### config.mk
export PLATFORM = sky130hd
export DESIGN_NAME = sws_ram
export DESIGN_NICKNAME = d
export VERILOG_FILES = /design/src/rtl/sws_ram.sv
export SDC_FILE = /design/constraint.sdc
export NUM_CORES = 1
export LEC_CHECK = 0
export BUFFER_PORTS_ARGS = -buffer_cell sky130_fd_sc_hd__clkbuf_2
export CAP_MARGIN = 40
export CORE_MARGIN = 2
export CORE_UTILIZATION = 54
export DETAILED_ROUTE_END_ITERATION = 12
export PLACE_DENSITY = 0.78
export SLEW_MARGIN = 40
export SYNTH_ARGS = -nofsm -noshare
export SYNTH_HDL_FRONTEND = slang
export SYNTH_SLANG_ARGS = --single-unit
export TNS_END_PERCENT = 100
### constraint.sdc
create_clock -name clk -period 1.8 [get_ports clk]
set_input_delay 0.18 -clock clk [delete_from_list [all_inputs] [get_ports clk]]
set_output_delay 0.18 -clock clk [all_outputs]
set_load 0.1 [all_outputs]
### src/rtl/sws_ram.sv
module sws_ram #(
  parameter int WIDTH = 8,
  parameter int DEPTH = 16,
  parameter int AW    = (DEPTH > 1) ? $clog2(DEPTH) : 1
) (
  input  logic             clk,
  input  logic             we,
  input  logic [AW-1:0]    waddr,
  input  logic [WIDTH-1:0] wdata,
  input  logic             re,
  input  logic [AW-1:0]    raddr,
  output logic [WIDTH-1:0] rdata
);

  logic [WIDTH-1:0] mem [DEPTH];

  always_ff @(posedge clk) begin
    if (we) begin
      mem[waddr] <= wdata;
    end
    if (re) begin
      rdata <= mem[raddr];
    end
  end

endmodule

* After elaboration in Yosys (flattened, before gate mapping) *
Memory sizes are Yosys's and may differ from the RTL's. A register that Yosys moved wholly into a read port is not among the register bits.
Index checks and enable logic that the tools add are counted.

word-level totals
  memories kept = 1
  input bits = 19
  logic and storage cells = 3
  register bits after elaboration = 0
  RAM bits = 128

cells by class
  muxes and demuxes = 2

memory list
  memory  words  width  rd ports  clocked after Yosys merged registers in  write ports  line  source
  mem     16     8      1         1                                        1            15    logic [WIDTH-1:0] mem [DEPTH];

operators with widths
  operator  number
  $mux 1    2

* Depth between registers and ports, before layout *
  depth in word-level cells = 2
  mapped depth = 5
  gate-level depth less buffers = 3

* Worst setup path after synthesis *
OpenSTA, ideal clock, no wires.

  kind = in2reg
  start point = input waddr[2]
  end point = memory mem[0][0] (enable)
  setup time = 0.383 ns
  path buffers = 0
  data arrival time = 1.290 ns
  slack = 0.127 ns
  data required time = 1.417 ns
  stages on the path = 2
  cells stage by stage = or3b_2 nor3_1

RTL lines
  item                line  source
  start: declaration  8     input logic [AW-1:0] waddr,
  end: declaration    15

No word-level cell before the write port.

* Worst setup path after layout *
  start point = register rdata[0] (read register of mem)
  end point = output rdata[0]

RTL lines
  item                line  source
  start: declaration  12    output logic [WIDTH-1:0] rdata

No word-level cell between the ends.

==> results.json <==
{
  "status": "finished, final reports clean",
  "crit_path_end_kind": "output pin",
  "coreArea_um2": 9330,
  "place_hpwl_um": 6400,
  "path_max_fanout": 1,
  "critPathArrivalTime_ns": 1.33,
  "dpl_cell_area_um2": 5650,
  "hold_viol_final": 0,
  "postSynthAreaPerCell_um2": 22.8,
  "numCtsBuffers": 17,
  "n_antenna_cell": 0,
  "start_kind": "register",
  "fin_tns_setup_ns": 0,
  "grt_usage": 0.215,
  "wl_um": 10000,
  "vdd_drop_max_mv": 0.660,
  "slowest_stage": "clkbuf_2",
  "grt_max_degree": 33,
  "cap_violations": 0,
  "skew_ns": 0.00900,
  "busiest_layer": "met2",
  "postRouteAntennaNets": 0,
  "rsz0062_at_grt": "no",
  "fill_cells": 571,
  "rows": 35,
  "ys_seq_area_frac": 0.781,
  "worstPathRequired_ns": 1.62,
  "hold_buffers": 0,
  "powerDensity_nw_per_um2": 1160,
  "cts-resized-gates": 0,
  "yosysWarnings": 0,
  "tightestPinTransition_ns": 0.553,
  "grt_first_pass_wirelength_um": 15500,
  "numPortBuffers": 26,
  "cts_sinks": 136,
  "via_count": 2535,
  "utilization": 0.665,
  "synth.largest_area_cell": "edfxtp_1",
  "fmax_ghz": 0.660,
  "die_w_um": 102,
  "synthArstFlopShare": 0,
  "drtIter0Drc": 248,
  "min_period_ns": 1.51,
  "drt_pass1_iterations": 4,
  "synthTopCellsByCount": "136 x edfxtp_1, 18 x mux4_2, 16 x a22oi_1",
  "synth_edf_count": 136,
  "netlist.area_leader.share": 0.781,
  "slew-limit-headroom": 0.633,
  "die_h_um": 102,
  "fin_nets": 305,
  "dieArea_um2": 10500,
  "leakagePower_nw": 2.12,
  "crit_type": "reg2out",
  "slew_viol_final": 0,
  "synth_cell_types": 18,
  "grt_use_met3": 0.0575,
  "syn_nets": 248,
  "path_cells": "clkbuf_2",
  "critPathMaxStageDelay_ns": 0.47,
  "critical_path_buf_inv_count": 1,
  "grt_antenna_before_repair": 0,
  "fin_crit_sh": 0.842,
  "min_path_type": "in2reg",
  "regArea_um2": 4080,
  "synth_cells": 229,
  "use_met2": 0.323,
  "post-route-drc-count": 0,
  "synth-main-ff-cell": "edfxtp_1",
  "synth_area_leaders": "edfxtp_1 78%, mux4_2 7.8%, mux4_1 7.0%, a22oi_1 2.3%, nor2_1 0.93%",
  "post-cts-setup-buffer-count": 0,
  "gr-total-overflow": 0,
  "crit_family": "buffers and inverters",
  "clk_latency_ns": 0.51,
  "multi_input_area_um2": 1060,
  "grt_use_met1": 0.307,
  "yosysMostFrequentCell": "edfxtp_1",
  "final_area_um2": 6200,
  "grt_pass1_vias": 2692,
  "cts_root_buf": "clkbuf_8",
  "start_util": 0.560,
  "htree_num_levels": 4,
  "clkTransAtPathRegs_ns": 0.06,
  "via_per_inst": 5.92,
  "gp_congestion": 0.766,
  "cts_buffer_depth": 2,
  "ys_ff_latch": 136,
  "pin_count": 27,
  "dp_slack_ns": 0.0785,
  "cts_tree": "done",
  "setup_viol": 0,
  "syn_area_um2": 5230,
  "drive_above_1_share": 0.331,
  "wire_per_inst_um": 23.5,
  "worst_slack_ns": 0.285,
  "syn_to_final_growth_pct": 18.7
}
cell type report:
| cell class | count | area share |
|---|---|---|
| Clock buffer | 17 | 0.0667 |
| Clock inverter | 15 | 0.0230 |
| Multi-Input combinational cell | 83 | 0.170 |
| Sequential cell | 136 | 0.658 |
| Tap cell | 129 | 0.0260 |
| Timing Repair Buffer | 48 | 0.0557 |
sequential cells by signal, indices dropped and copies added, names as in the netlist:
signal  flops
rdata       8
mem       128
layout by cell type (no fill, tap or decap), drive strengths merged:
master    count
a22oi        16
and2          1
and2b         1
buf          22
bufinv        1
clkbuf       43
clkinv        7
clkinvlp      2
edfxtp      136
inv           5
mux4         32
nand2         9
nand2b        2
nand3         1
nand3b        2
nor2         13
nor2b         1
nor3          4
or3b          1
cell families after synthesis:
family	share of synthesized area
flip-flops	0.781
AND/OR/NAND/NOR	0.0314
multiplexers	0.148
AO/OA/AOI/OAI	0.0230
buffers and inverters	0.0165
stage by stage:
step                hold WS [ns]  total power [W]  cells
global route              0.0617          0.00742    428
finish                    0.0686          0.00720    428
detailed placement         0.596          0.00410    396
CTS                       0.0638          0.00724    428
global placement           0.582          0.00409    396
floorplan                  0.279          0.00394    229
worst paths after layout:
kind	from	to	slack [ns]	cells after the start
max	rdata[0]$_DFFE_PP_	rdata[0]	0.29	1
min	re	rdata[4]$_DFFE_PP_	0.07	1
max reg2reg	mem[1][0]$_DFFE_PP_	rdata[0]$_DFFE_PP_	0.32	3
min reg2reg	mem[12][3]$_DFFE_PP_	rdata[3]$_DFFE_PP_	0.75	3
layer usage:
metal / wire [µm] / up-vias
li1: - / 1096
met5: 0 / -
met2: 4900 / 135
met4: 176 / 0
met1: 4040 / 1288
met3: 935 / 16
power breakdown:
group	internal [W]	total (W)	switching (W)
combinational	0.000149	0.000445	0.000296
sequential	0.00357	0.00359	0.0000198
clock	0.00185	0.00316	0.00131
Note: power is estimated with default switching activity, not from simulation.
