$ cat config.mk
export PLATFORM = sky130hd
export DESIGN_NAME = sws_update
export DESIGN_NICKNAME = d
export VERILOG_FILES = /design/src/rtl/sws_pkg.sv /design/src/rtl/sws_update.sv
export SDC_FILE = /design/constraint.sdc
export NUM_CORES = 1
export LEC_CHECK = 0
export BUFFER_PORTS_ARGS = -buffer_cell sky130_fd_sc_hd__buf_4
export CAP_MARGIN = 10
export CORE_AREA = 2 2 135 137
export DETAILED_ROUTE_END_ITERATION = 12
export DIE_AREA = 0 0 137 139
export PLACE_DENSITY = 0.57
export SLEW_MARGIN = 25
export SYNTH_ARGS = -nofsm -noshare
export SYNTH_HDL_FRONTEND = slang
export SYNTH_SLANG_ARGS = --single-unit
$ cat constraint.sdc
create_clock -name vclk -period 4.9
set_input_delay 0.245 -clock vclk [all_inputs]
set_output_delay 0.245 -clock vclk [all_outputs]
set_load 0.1 [all_outputs]
$ cat src/rtl/sws_pkg.sv
package sws_pkg;

  localparam int VW  = 12;
  localparam int JW  = 8;
  localparam int WW  = 16;
  localparam int OJW = 9;
  localparam int SLW = 2;
  localparam int OVW = 24;

  localparam int VERTICES_DEF = 4096;
  localparam int JOINTS_DEF   = 256;
  localparam int KEEP_DEF     = 4;

  localparam logic [OVW-1:0] OVF_MAX = '1;
  localparam logic [WW-1:0]  W_MAX   = '1;
  localparam logic signed [OJW-1:0] JOINT_EMPTY = '1;

  localparam logic OP_ADD  = 1'b0;
  localparam logic OP_READ = 1'b1;

  typedef struct packed {
    logic          operation;
    logic [VW-1:0] vertex_index;
    logic [JW-1:0] joint_index;
    logic [WW-1:0] weight;
  } item_t;

  typedef struct packed {
    logic          load;
    logic [VW-1:0] vertex;
  } buf_ctl_t;

  function automatic int fill_width(input int keep);
    return $clog2(keep + 1);
  endfunction

  function automatic int entry_width(input int keep);
    return keep * (JW + WW) + fill_width(keep) + OVW;
  endfunction

endpackage

$ cat src/rtl/sws_update.sv
module sws_update #(
  parameter int VERTICES = 4096,
  parameter int JOINTS   = 256,
  parameter int KEEP     = 4,
  parameter int EW       = 104
) (
  input  sws_pkg::item_t                  item,
  input  logic [EW-1:0]                   rd_entry,
  output logic                            wr_en,
  output logic [EW-1:0]                   wr_entry,
  output logic signed [sws_pkg::OJW-1:0]  row_joint [KEEP],
  output logic [sws_pkg::WW-1:0]          row_weight [KEEP]
);
  import sws_pkg::*;

  localparam int FW  = fill_width(KEEP);
  localparam int L   = $clog2(KEEP);
  localparam int MW  = OVW + L + 1;
  localparam int PW  = OVW + MW;
  localparam int OSW = OVW + 1;
  localparam int WB  = KEEP * JW;
  localparam int FB  = KEEP * (JW + WW);
  localparam int OB  = FB + FW;
  localparam longint RECIP_L =
    ((longint'(1) << (OVW + L)) + longint'(KEEP) - longint'(1)) / longint'(KEEP);
  localparam logic [MW-1:0] RECIP = MW'(RECIP_L);

  logic [JW-1:0]   cur_j [KEEP];
  logic [WW-1:0]   cur_w [KEEP];
  logic [JW-1:0]   new_j [KEEP];
  logic [WW-1:0]   new_w [KEEP];
  logic [OSW-1:0]  sum_w [KEEP];
  logic [FW-1:0]   cur_fill;
  logic [FW-1:0]   fill_c;
  logic [FW-1:0]   fill_k;
  logic [FW-1:0]   new_fill;
  logic [FW-1:0]   pos;
  logic [KEEP-1:0] ge;
  logic            full;
  logic [OVW-1:0]  ovf;
  logic [WW-1:0]   ovf_add;
  logic [OSW-1:0]  ovf_sum;
  logic [OVW-1:0]  new_ovf;
  logic [PW-1:0]   prod;
  logic [OVW-1:0]  quarter;
  logic            vertex_ok;
  logic            joint_ok;

  assign vertex_ok = 32'(item.vertex_index) < VERTICES;
  assign joint_ok  = 32'(item.joint_index) < JOINTS;

  // insertion into the sorted list
  always_comb begin
    for (int k = 0; k < KEEP; k++) begin
      cur_j[k] = rd_entry[k*JW +: JW];
      cur_w[k] = rd_entry[WB + k*WW +: WW];
    end
    cur_fill = rd_entry[FB +: FW];
    ovf      = rd_entry[OB +: OVW];
    fill_c   = (cur_fill > FW'(KEEP)) ? FW'(KEEP) : cur_fill;

    pos = '0;
    for (int k = 0; k < KEEP; k++) begin
      ge[k] = (FW'(k) < fill_c) && (cur_w[k] >= item.weight);
      pos   = pos + FW'(ge[k]);
    end
    full = fill_c == FW'(KEEP);

    ovf_add = '0;
    fill_k  = fill_c;
    if (pos == FW'(KEEP)) begin
      ovf_add = item.weight;
    end else if (full) begin
      ovf_add = cur_w[KEEP-1];
      fill_k  = FW'(KEEP - 1);
    end
    ovf_sum = {1'b0, ovf} + OSW'(ovf_add);
    new_ovf = ovf_sum[OVW] ? OVF_MAX : ovf_sum[OVW-1:0];

    new_j    = cur_j;
    new_w    = cur_w;
    new_fill = fill_c;
    if (pos != FW'(KEEP)) begin
      for (int k = 0; k < KEEP; k++) begin
        if (FW'(k) == pos) begin
          new_j[k] = item.joint_index;
          new_w[k] = item.weight;
        end
      end
      for (int k = 1; k < KEEP; k++) begin
        if (FW'(k) > pos && FW'(k) <= fill_k) begin
          new_j[k] = cur_j[k-1];
          new_w[k] = cur_w[k-1];
        end
      end
      new_fill = fill_k + FW'(1);
    end
  end

  // write-back word
  always_comb begin
    wr_entry = '0;
    if (item.operation == OP_ADD) begin
      for (int k = 0; k < KEEP; k++) begin
        wr_entry[k*JW +: JW]      = new_j[k];
        wr_entry[WB + k*WW +: WW] = new_w[k];
      end
      wr_entry[FB +: FW]  = new_fill;
      wr_entry[OB +: OVW] = new_ovf;
      wr_en = vertex_ok && joint_ok;
    end else begin
      wr_en = vertex_ok;
    end
  end

  // readout row, overflow share by reciprocal multiply
  assign prod    = PW'(ovf) * PW'(RECIP);
  assign quarter = prod[OVW + L +: OVW];

  always_comb begin
    for (int k = 0; k < KEEP; k++) begin
      sum_w[k] = OSW'(cur_w[k]) + OSW'(quarter);
      if (vertex_ok && FW'(k) < fill_c) begin
        row_joint[k]  = signed'({1'b0, cur_j[k]});
        row_weight[k] = (sum_w[k] > OSW'(W_MAX)) ? W_MAX : sum_w[k][WW-1:0];
      end else begin
        row_joint[k]  = JOINT_EMPTY;
        row_weight[k] = '0;
      end
    end
  end

endmodule

After elaboration in Yosys (flattened, before gate mapping)
Cells that the tools add are included.
W data, S select, Z words.
{ "totals": {"wordCells": 62, "output_inout_bits": 205, "reg_bits": 0} }
{ "op_classes": {"reduce_logical": 8, "eq_ne": 6, "order_cmp": 15, "n_addsub": 4, "muxes": 29} }
{ "op_table": {"columns": ["op", "count"], "rows": [
  ["$mux W16", 11],
  ["$mux W104", 1],
  ["$ge A16 B16 Y1", 4],
  ["$mux W64", 1],
  ["$mux W8", 7],
  ["$mux W9", 4],
  ["$mux W32", 1],
  ["$mux W3", 4],
  ["$logic_and A1 B1 Y1", 7],
  ["$eq A2 B3 Y1 const A", 2],
  ["$eq A3 B3 Y1 const B", 2],
  ["$gt A2 B3 Y1 const A", 2],
  ["$le A2 B3 Y1 const A", 2],
  ["$lt A1 B3 Y1 const A", 2],
  ["$lt A2 B3 Y1 const A", 2],
  ["$add A2 B1 Y3", 1],
  ["$add A3 B1 Y3", 1],
  ["$add A3 B1 Y3 const B", 1],
  ["$eq A1 B3 Y1 const A", 1],
  ["$gt A1 B3 Y1 const A", 1],
  ["$gt A3 B3 Y1 const B", 1],
  ["$le A1 B3 Y1 const A", 1],
  ["$logic_not A3 Y1", 1],
  ["$ne A3 B3 Y1 const B", 1],
  ["$add A1 B1 Y2", 1]
]} }

Longest topological paths before layout
{ "logic_depth": {"depth_word": 14, "ltp_mapped": 17, "mapped_depth_nobuf": 16} }

Least setup slack after synthesis
No wires, ideal clock.
{ "synth_timing": {"path_kind": "input-to-output", "startpoint": "in rd_entry[97]", "endpoint": "out wr_entry[71]", "required_time_ps": 4655, "path_stages": 10, "arrival_ps": 5566, "setup_slack_ps": -911, "path_cell_list": "nor2_1 clkbuf_1 a31oi_1 fa_1 ha_1 ha_1 nor3b_2 clkbuf_1 a22oi_1 o21ai_0"} }
{ "synth_via": {"elab_chain_cells": 14, "elab_cells_between_ends": 26, "classes_between": "add/sub (3); order compare (7); eq/ne (4); mux (7); reduce/logical (5)"} }
{ "synth_rtl": {"columns": ["item", "line_no", "text"], "rows": [
  ["from (decl)", "sws_update.sv:8", "input logic [EW-1:0] rd_entry,"],
  ["$gt A3 B3 Y1", "sws_update.sv:60", "fill_c = (cur_fill > FW'(KEEP)) ? FW'(KEEP) : cur_fill;"],
  ["$mux W3 *", "sws_update.sv:60", null],
  ["$lt A1 B3 Y1", "sws_update.sv:64", "ge[k] = (FW'(k) < fill_c) && (cur_w[k] >= item.weight);"],
  ["$logic_and A1 B1 Y1", "sws_update.sv:64", null],
  ["$add A1 B1 Y2", "sws_update.sv:65", "pos = pos + FW'(ge[k]);"],
  ["$add A2 B1 Y3", "sws_update.sv:65", null],
  ["$add A3 B1 Y3", "sws_update.sv:65", null],
  ["$eq A3 B3 Y1", "sws_update.sv:71", "if (pos == FW'(KEEP)) begin"],
  ["$mux W3", "sws_update.sv:71", null],
  ["$le A2 B3 Y1", "sws_update.sv:91", "if (FW'(k) > pos && FW'(k) <= fill_k) begin"],
  ["$logic_and A1 B1 Y1", "sws_update.sv:91", null],
  ["$mux W16", "sws_update.sv:91", null],
  ["$mux W64 *", "sws_update.sv:83", "if (pos != FW'(KEEP)) begin"],
  ["$mux W104 *", "sws_update.sv:103", "if (item.operation == OP_ADD) begin"],
  ["to (decl)", "sws_update.sv:10", "output logic [EW-1:0] wr_entry,"]
]} }
Every way passes the cells marked *; elsewhere a longest branch is shown, timed or not. The select of a mux whose other input is x is not followed.

Final worst setup path
{ "layout_timing": {"startpoint": "in item[0] (netlist name)", "endpoint": "out wr_entry[72]"} }
{ "layout_via": {"elab_chain_cells": 12, "elab_cells_between_ends": 22, "classes_between": "add/sub (3); order compare (6); eq/ne (3); mux (5); reduce/logical (5)"} }
{ "layout_rtl": {"columns": ["item", "line_no", "text"], "rows": [
  ["from (decl)", "sws_update.sv:7", "input sws_pkg::item_t item,"],
  ["$ge A16 B16 Y1", "sws_update.sv:64", null],
  ["$logic_and A1 B1 Y1", "sws_update.sv:64", null],
  ["$add A1 B1 Y2", "sws_update.sv:65", null],
  ["$add A2 B1 Y3", "sws_update.sv:65", null],
  ["$add A3 B1 Y3 *", "sws_update.sv:65", null],
  ["$eq A3 B3 Y1", "sws_update.sv:71", null],
  ["$mux W3", "sws_update.sv:71", null],
  ["$le A2 B3 Y1", "sws_update.sv:91", null],
  ["$logic_and A1 B1 Y1", "sws_update.sv:91", null],
  ["$mux W16", "sws_update.sv:91", null],
  ["$mux W64 *", "sws_update.sv:83", null],
  ["$mux W104 *", "sws_update.sv:103", null]
]} }
Marks and branches as above.

==> run metrics <==
status=completed; Leak=3.32 nW; Layout area overhead=53.3%; unrepaired setup endpoints after global routing=false; clk_buf instances=0; commonest cells after routing, fill and taps aside=285 x buf_4, 149 x nand2_1, 72 x a22oi_1; Worst setup SP type=primary input; global-route wire length before repair=31.1 mm; Mapped Cells=689; Slew @ Worst Pin=~0.8 ns; post-synthesis mux area share=0.00467; initial antenna violation count=0; Mean Syn Cell Area=6.22 sq um; CP Max Fanout=24; Highest Clock Rate=0.215 GHz; Final WS setup=0.249 ns; Final Hold Viols=0; drt via density=4.90; layout cell share with drive strength beyond 1=0.431; WS Path Type=in -> out; Final GP Congestion=slightly above 0.8; Die Wd=137 um; Setup crit end kind=output pin; final cell utilization of the core=0.372; Clk pwr share=0; # DRC=0; Synth Warn #=0; slowest cell delay on critical path=0.71 ns; hold path startpoint=rd_entry[16]; post-DP HPWL=17.0 mm; Port Buf Inserts=259; ANT nets after route=0; Critical-path top delay cell=or2_2; worst hold path stage count=4; Pwr Density=477 nW/um^2; post-synthesis compound-gate area fraction=0.340; relative max-transition margin=0.451; Setup Viol. Count Final=0; WL/cell=between 15 and 20 um; routed vias=about 5700; Hold EP=wr_entry[16]; Die Y=roughly 140 um; register area=0 sq um; simple-gate share of the synthesized area=0.256; critical path cell sequence=buf_4 > ha_1 > or3b_2 > o2111ai_1 > a31oi_1 > o21ai_0 > a31oi_1 > fa_1 > ha_2 > ha_1 > nor3b_4 > or2_2 > o21ai_1 > buf_4; Iter 0 DRT Violations=290; Netlist cell types=43; FF+latch count=0; Overall Global Routing Usage=0.207; Worst Path Required=about 4.7 ns; Routed WL=about 21 mm; Core Area=17700 sq um; switching share of power=0.783; Mapped Area=4280 sq um; internal power=680 uW; # IOs=346; Tmin final=4.65 ns; worst hold path type=in -> out; post-route cell area=6570 sq um; Max-cap violations=0; VDD IR-drop max=0.334 mV; largest family of logic cells by synthesized area=compound AO/OA/AOI/OAI gates; Inserted Diodes=0; First-pass DRT Iterations=5; most common cell after layout, fill and taps aside=buf_4; fin crit share=0.949; Area after DPL=6570 sq um; row cnt=49; register area share after synthesis=0; Adder-Cell Fraction of Synth Area=0.203; WHS=0.936 ns; Seq pwr share=0; Logic pwr share=1.000; CP Data Arrival Time=between 4 and 5 ns; NetSw=roughly 2.4 mW; dpl ws=0.269 ns; xor and xnor area share after synthesis=0.00204; Slew Viols, Final=0; Die Area=~19000 sq um; largest net degree at the start of global routing=46; GRT overflow=0; nets@finish=between 1000 and 1500; Setup Buffers After CTS=0; vias in the first global route=5298; Starting Density=0.243; filler instances=1975
[kinds of logic (layout without fill, tap and decap cells)]
family | count (synthesis) | in the layout
AOI/OAI and AO/OA | 232 | 232
xor gates and xnor gates | 1 | 1
adders and majority gates | 69 | 69
buffers and inverters | 139 | 309
muxes | 2 | 2
other | 2 | 70
and+or+nand+nor | 244 | 244
[worst max path at each step]
| stage | endpoint | start | slack, ns | cells past startpoint |
|---|---|---|---|---|
| finish | wr_entry[72] | item[0] | 0.25 | 14 |
| global route | wr_entry[20] | item[0] | 0.05 | 18 |
| CTS | wr_entry[77] | item[0] | 0.25 | 14 |
| global placement | wr_entry[69] | item[0] | 0.28 | 14 |
| detailed placement | wr_entry[77] | item[0] | 0.27 | 14 |
| floorplan | wr_entry[67] | rd_entry[97] | -0.16 | 10 |
[per-stage QoR]
step / instances / total power [mW] / setup TNS (ns)
2_1_floorplan: 757 / 2.46 / -0.941
3_3_place_gp: 1156 / 3.12 / 0
3_5_place_dp: 1156 / 3.13 / 0
4_1_cts: 1156 / 3.14 / 0
5_1_grt: 1156 / 3.28 / 0
6_report: 1156 / 3.13 / 0
[Yosys cell counts, types with 2 or more instances]
cell | count | area share
o21ai_0 | 38 | 0.044
ha_1 | 68 | 0.20
nor2_2 | 2 | 0.0029
o2111ai_1 | 6 | 0.012
a211oi_1 | 4 | 0.0070
nor3_1 | 2 | 0.0023
or3b_2 | 3 | 0.0061
mux2i_1 | 2 | 0.0047
o211ai_1 | 4 | 0.0070
o21a_1 | 4 | 0.0070
a31oi_1 | 7 | 0.010
buf_4 | 72 | 0.13
conb_1 | 2 | 0.0018
nand3_1 | 6 | 0.0070
nand2b_1 | 17 | 0.025
or2_2 | 17 | 0.025
nor2b_1 | 2 | 0.0029
a21oi_1 | 69 | 0.081
nor2_1 | 31 | 0.027
a22oi_1 | 72 | 0.13
o21ai_1 | 13 | 0.015
a21o_1 | 8 | 0.014
nand2_1 | 149 | 0.13
clkbuf_1 | 31 | 0.027
inv_1 | 23 | 0.020
buf_2 | 11 | 0.013
buf_6 | 2 | 0.0053
or3_1 | 2 | 0.0029
nand4_1 | 8 | 0.012
[power by group through the flow]
stage / sequential, mW / clock, mW / combinational [mW]
after floorplan: 0 / 0 / 2.46
after global placement: 0 / 0 / 3.12
after detailed placement: 0 / 0 / 3.13
after CTS: 0 / 0 / 3.14
after global routing: 0 / 0 / 3.28
final: 0 / 0 / 3.13
[worst max-delay path, delay by kind of cell]
kind                       cells  cell delay (ns)
buffers and inverters          2             0.42
AOI/OAI and AO/OA              5             0.95
and+or+nand+nor                3             1.47
adders and majority gates      4             1.30
[layout make-up]
type               count  area, sq um  area share
inverters             23         86.3      0.0131
multi-input cells    618         4030       0.614
well taps            229          287      0.0436
repair buffers       286         2160       0.329
[routing by layer]
layer / vias to the layer above / share of wire / track usage
met5: - / 0 / 0
met4: 0 / 0.010 / 0.0190
met3: 15 / 0.079 / 0.0245
met2: 271 / 0.48 / 0.360
met1: 2589 / 0.43 / 0.281
li1: 2789 / - / -
[repair_timing]
action,in CTS,in global routing
endpoints found under the setup margin,0,1
gates resized for setup,0,1
hold buffers,0,0
Note: power is estimated with default switching activity, not from simulation.
